===== src/sv/dual_lifo_stack_engine_assert.svh =====
`ifndef DUAL_LIFO_STACK_ENGINE_ASSERT_SVH
`define DUAL_LIFO_STACK_ENGINE_ASSERT_SVH

// Assertion helpers for the dual stack engine.
// They expect signals named clk and rst in the scope where they are used.

// A condition that must hold at every clock edge outside reset.
`define DLSE_ASSERT_ALWAYS(label, cond, msg) \
  label: assert property (@(posedge clk) disable iff (rst) (cond)) else $error(msg);

// A consequence that must hold in the same cycle as its cause.
`define DLSE_ASSERT_IMPL(label, ante, cons, msg) \
  label: assert property (@(posedge clk) disable iff (rst) (ante) |-> (cons)) else $error(msg);

// A consequence that must hold in the cycle after its cause.
`define DLSE_ASSERT_NEXT(label, ante, cons, msg) \
  label: assert property (@(posedge clk) disable iff (rst) (ante) |=> (cons)) else $error(msg);

`endif


===== src/sv/dlse_ram.sv =====
module dlse_ram #(
  parameter int WIDTH = 32,
  parameter int DEPTH = 64
) (
  input  logic                     clk,
  input  logic                     wr_en,
  input  logic [$clog2(DEPTH)-1:0] wr_addr,
  input  logic [WIDTH-1:0]         wr_data,
  input  logic [$clog2(DEPTH)-1:0] rd_addr,
  output logic [WIDTH-1:0]         rd_data
);

  logic [WIDTH-1:0] mem [DEPTH];

  // One write port and one registered read port; a read of the address
  // being written returns the old word.
  always_ff @(posedge clk) begin
    if (wr_en) begin
      mem[wr_addr] <= wr_data;
    end
    rd_data <= mem[rd_addr];
  end

endmodule


===== config.mk =====
export PLATFORM = sky130hd
export DESIGN_NAME = dlse_ram
export DESIGN_NICKNAME = d
export VERILOG_FILES = /design/src/sv/dual_lifo_stack_engine_assert.svh /design/src/sv/dlse_ram.sv
export SDC_FILE = /design/constraint.sdc
export NUM_CORES = 2
export LEC_CHECK = 0
export BUFFER_PORTS_ARGS = -buffer_cell sky130_fd_sc_hd__clkbuf_2
export CORE_MARGIN = 3
export CORE_UTILIZATION = 50
export CTS_BUF_LIST = sky130_fd_sc_hd__clkbuf_8
export CTS_CLUSTER_SIZE = 20
export DETAILED_ROUTE_END_ITERATION = 12
export GPL_TIMING_DRIVEN = 0
export PLACE_DENSITY = 0.68
export SYNTH_ARGS = -nofsm -noshare
export SYNTH_HDL_FRONTEND = slang
export SYNTH_SLANG_ARGS = --single-unit

===== constraint.sdc =====
create_clock -name clk -period 5 [get_ports clk]
set_clock_uncertainty 0.1 [all_clocks]
set_input_delay 0.5 -clock clk [delete_from_list [all_inputs] [get_ports clk]]
set_output_delay 0.5 -clock clk [all_outputs]
set_load 0.02 [all_outputs]

After elaboration in Yosys (flattened, before gate mapping)

Memories as Yosys holds them, arrays and structs flattened. A register that Yosys moved wholly into a read port is not among the register bits.
Cells that the tools add are included.

Bits in registers: 0
Latch bits: 0
Bits in writable memories: 2,048
Memory bits (read-only): 0
Logic and storage cells: 3
Memories kept: 1

Add/subtract/negate cells: 0
$mul: 0
Div/mod/pow operators: 0
Magnitude comparators: 0
Eq/ne operators: 0
Shifts and indexed selects: 0
Muxes and demuxes: 2
Bitwise operators: 0
Reduce and logical (&&, ||, !) cells: 0

Memory list:

| name | words | bits a word | read ports | clocked after memory_dff | write ports | RTL line       | source |
|---|---|---|---|---|---|---|---|
| mem  | 64    | 32          | 1          | 1                        | 1           | dlse_ram.sv:13 | `logic [WIDTH-1:0] mem [DEPTH];` |

Operators by type and width:

| kind             | number |
|---|---|
| 2-to-1 mux 1 bit | 2 |

Longest topological paths before layout

Word-level depth: 2
Gate-level depth with buffers: 10
Gate-level depth less buffers: 5

Worst setup path before layout

No wires, ideal clock.

Kind: input to register
Start point: input port wr_addr[3]
End point: memory mem[48][0], enable pin
Library setup time: 0.461 ns
Data arrival time: 3.199 ns
Setup slack: 1.240 ns
Stages: 4
Path buffers: 1
Cell sequence: clkbuf_1 nor2b_1 nand4b_1 nor3_1

RTL lines:

| what        | RTL line       | source |
|---|---|---|
| from (decl) | dlse_ram.sv:7  | `input logic [$clog2(DEPTH)-1:0] wr_addr,` |
| to (decl)   | dlse_ram.sv:13 |  |

No word-level cell before the write port.

==> impl_metrics.tcl <==
set metrics [dict create \
    drv_cap 0 \
    fp.dieArea_um2 161800 \
    peakVddDrop_uv 348.0 \
    post-route-drc-count 0 \
    multi_input_area_um2 15970 \
    post-place-ws_ns 0.1092 \
    wirelength_met1_um 83810 \
    crit_type "in2reg" \
    wl_met3_um 35370 \
    io_pins 78 \
    die_h_um 402.3 \
    leakage_nw 28.63 \
    area_growth_pct 15.01 \
    postSynthAreaPerCell_um2 23.62 \
    synth_seq_area_share_pct 79.14 \
    cts_tree "yes" \
    tightest_slew_ns 1.466 \
    fin_crit_sh_pct 82.20 \
    critical_path_arrival_ns 4.85 \
    cts_buffers 345 \
    cts_setup_buffers 0 \
    crit_path_cell_trace "buf_2, buf_2, buf_2, buf_1, nand3b_1, o221ai_1, a21oi_1, a21oi_1, nor2_1" \
    finalCriticalPeriod_ns 4.110 \
    core_area_um2 154900 \
    start_util_pct 50.67 \
    slew_headroom_pct 2.268 \
    synth_warnings 0 \
    cts_max_level 5 \
    slowest_delay_ns 0.86 \
    fmax_ghz 0.2433 \
    cts.sinks 2080 \
    vias_per_cell 6.597 \
    antenna_found_initial 17 \
    hp-class "in2reg" \
    syn_nets 3370 \
    ys_types 34 \
    track_usage_pct 29.77 \
    setup_ws_ns 0.8898 \
    ctsRootBufferMaster "clkbuf_8" \
    first_pass_iters 6 \
    slowest_stage "buf_1" \
    num_vias 40721 \
    cts.repair.resized 0 \
    cts.path.max_buffers 4 \
    final_common_cell "edfxtp_1" \
    yosys_register_bits 2080 \
    fin_setup_tns_ns 0 \
    required_ns 5.74 \
    place.gp.congestion 0.8814 \
    drive_above_1_share_pct 31.00 \
    hpwl_um 150200 \
    drtIter0Drc 6747 \
    placedCellCount 5525 \
    port_buffers 69 \
    grt_max_degree 65 \
    cp_max_fo 10 \
    drt-total-wl_um 239500 \
    synthCells 3324 \
    final_cell_mix "edfxtp_1 (2048), mux4_2 (544), clkbuf_8 (359), inv_1 (110), clkinv_1 (94)" \
    total_power_mw 35.01 \
    synthesis.area_um2 78520 \
    worst_setup_path_start_kind "input port" \
    overflow 0 \
    fill_cells 10947 \
    timing.critical_path.mode_cell "buf_2" \
    worst_setup_path_end_kind "flip-flop" \
    hold_viol 0 \
    seqCellArea_um2 62140 \
    grt_pass1_vias 39934 \
    top_layer_used "met5" \
    dr_wl_met2_um 108100 \
    fin_nets 3909 \
    worstSkewPairLatency_ns 1.04 \
    finalSetupViolCount 0 \
    rows 144 \
    slew_viol_final 0 \
    die_w_um 402.3 \
    fin_cells 6173 \
    whs_ns 0.003681 \
    rsz0062_at_grt "no" \
    ant_nets 0 \
    outcome "finished, final reports clean" \
    wl_per_cell_um 38.79 \
    path_clk_slew_ns 0.06 \
    p_per_area_nw_per_um2 387.7 \
    grt_pass1_wl_um 326000 \
]
==> worst paths after layout <==
kind | cells after the start | slack (ns) | end | from
worst max-delay path | 9 | 0.89 | rd_data[19] | rd_addr[1]
worst min-delay path | 1 | 0.004 | mem[2][19] | wr_data[19]
worst max register to register | 4 | 2.09 | rd_data[18] | mem[19][18]
worst min register to register | 4 | 0.80 | rd_data[20] | mem[12][20]
==> Yosys cell counts <==
master	n	area (µm²)
edfxtp_1	2048	61500
mux4_2	544	12250
nor2_1	137	514.2
mux2i_1	93	930.9
o22ai_1	84	525.5
clkbuf_1	74	277.8
a21oi_1	62	310.3
buf_2	57	285.3
dfxtp_1	32	640.6
o221ai_1	27	236.5
nand2_1	26	97.59
buf_4	25	187.7
buf_1	21	78.83
nor2b_1	15	93.84
a22oi_1	12	90.09
a311oi_1	8	70.07
nand2b_1	8	50.05
nor3_1	7	35.03
buf_6	5	56.30
nand3_1	5	25.02
nand3b_1	5	37.54
a41o_1	4	40.04
and3_1	4	25.02
o32ai_1	4	35.03
or3_1	3	18.77
or3b_2	3	26.28
and2_1	2	12.51
nand4_1	2	12.51
or3b_1	2	17.52
a31oi_1	1	6.260
nand4b_1	1	8.760
or2_0	1	6.260
or2_1	1	6.260
or2_2	1	6.260
==> final cells by class <==
class	instances	share of cell area, %
flip-flops and latches	2080	68.82
multi-input cells	1062	17.68
clock buffers	359	5.472
repair buffers	192	2.917
well taps	2044	2.832
clock inverters	245	1.269
plain buffers	182	0.9866
diodes	9	0.02494
==> registers in the layout, indices dropped and copies added, names as in the netlist <==
name     flops
rd_data     32
mem       2048
==> metrics by stage <==
step,utilization [%],cell area (µm²)
2_1_floorplan,-,78520
3_3_place_gp,52.55,81420
3_5_place_dp,53.99,83660
4_1_cts,57.92,89740
5_1_grt,58.26,90280
6_report,58.28,90300
==> where the power goes <==
| part | leakage, nW | internal [mW] | switching (mW) |
|---|---|---|---|
| sequential | 18.7 | 19.3 | 0.0366 |
| clock | 3.51 | 6.93 | 6.65 |
| combinational | 6.42 | 0.690 | 1.39 |
| total | 28.6 | 26.9 | 8.08 |
==> metal layers <==
metal	GRT usage, %	up-vias
met1	40.30	21420
met2	44.43	3241
met5	0	-
met3	10.34	632
li1	-	15422
met4	12.66	6
==> critical path: cells and delay by family <==
family	cells	cell delay, ns
AO/OA/AOI/OAI	3	1.36
buffers and inverters	4	2.05
AND/OR/NAND/NOR	2	0.90
==> kinds of logic (layout without fill, tap and decap cells) <==
| logic type | Yosys count | in the layout | synth area share, % |
|---|---|---|---|
| and+or+nand+nor | 223 | 223 | 1.265 |
| AOI/OAI and AO/OA | 202 | 202 | 1.673 |
| other | 0 | 9 | 0 |
| DFF | 2080 | 2080 | 79.14 |
| buffers and inverters | 182 | 978 | 1.128 |
| muxes | 637 | 637 | 16.79 |
==> timing repair <==
action,CTS,global route
hold buffers,0,18
hold endpoints to repair,0,305
endpoints found under the setup margin,0,0
Power figures use the tool's default switching activity.
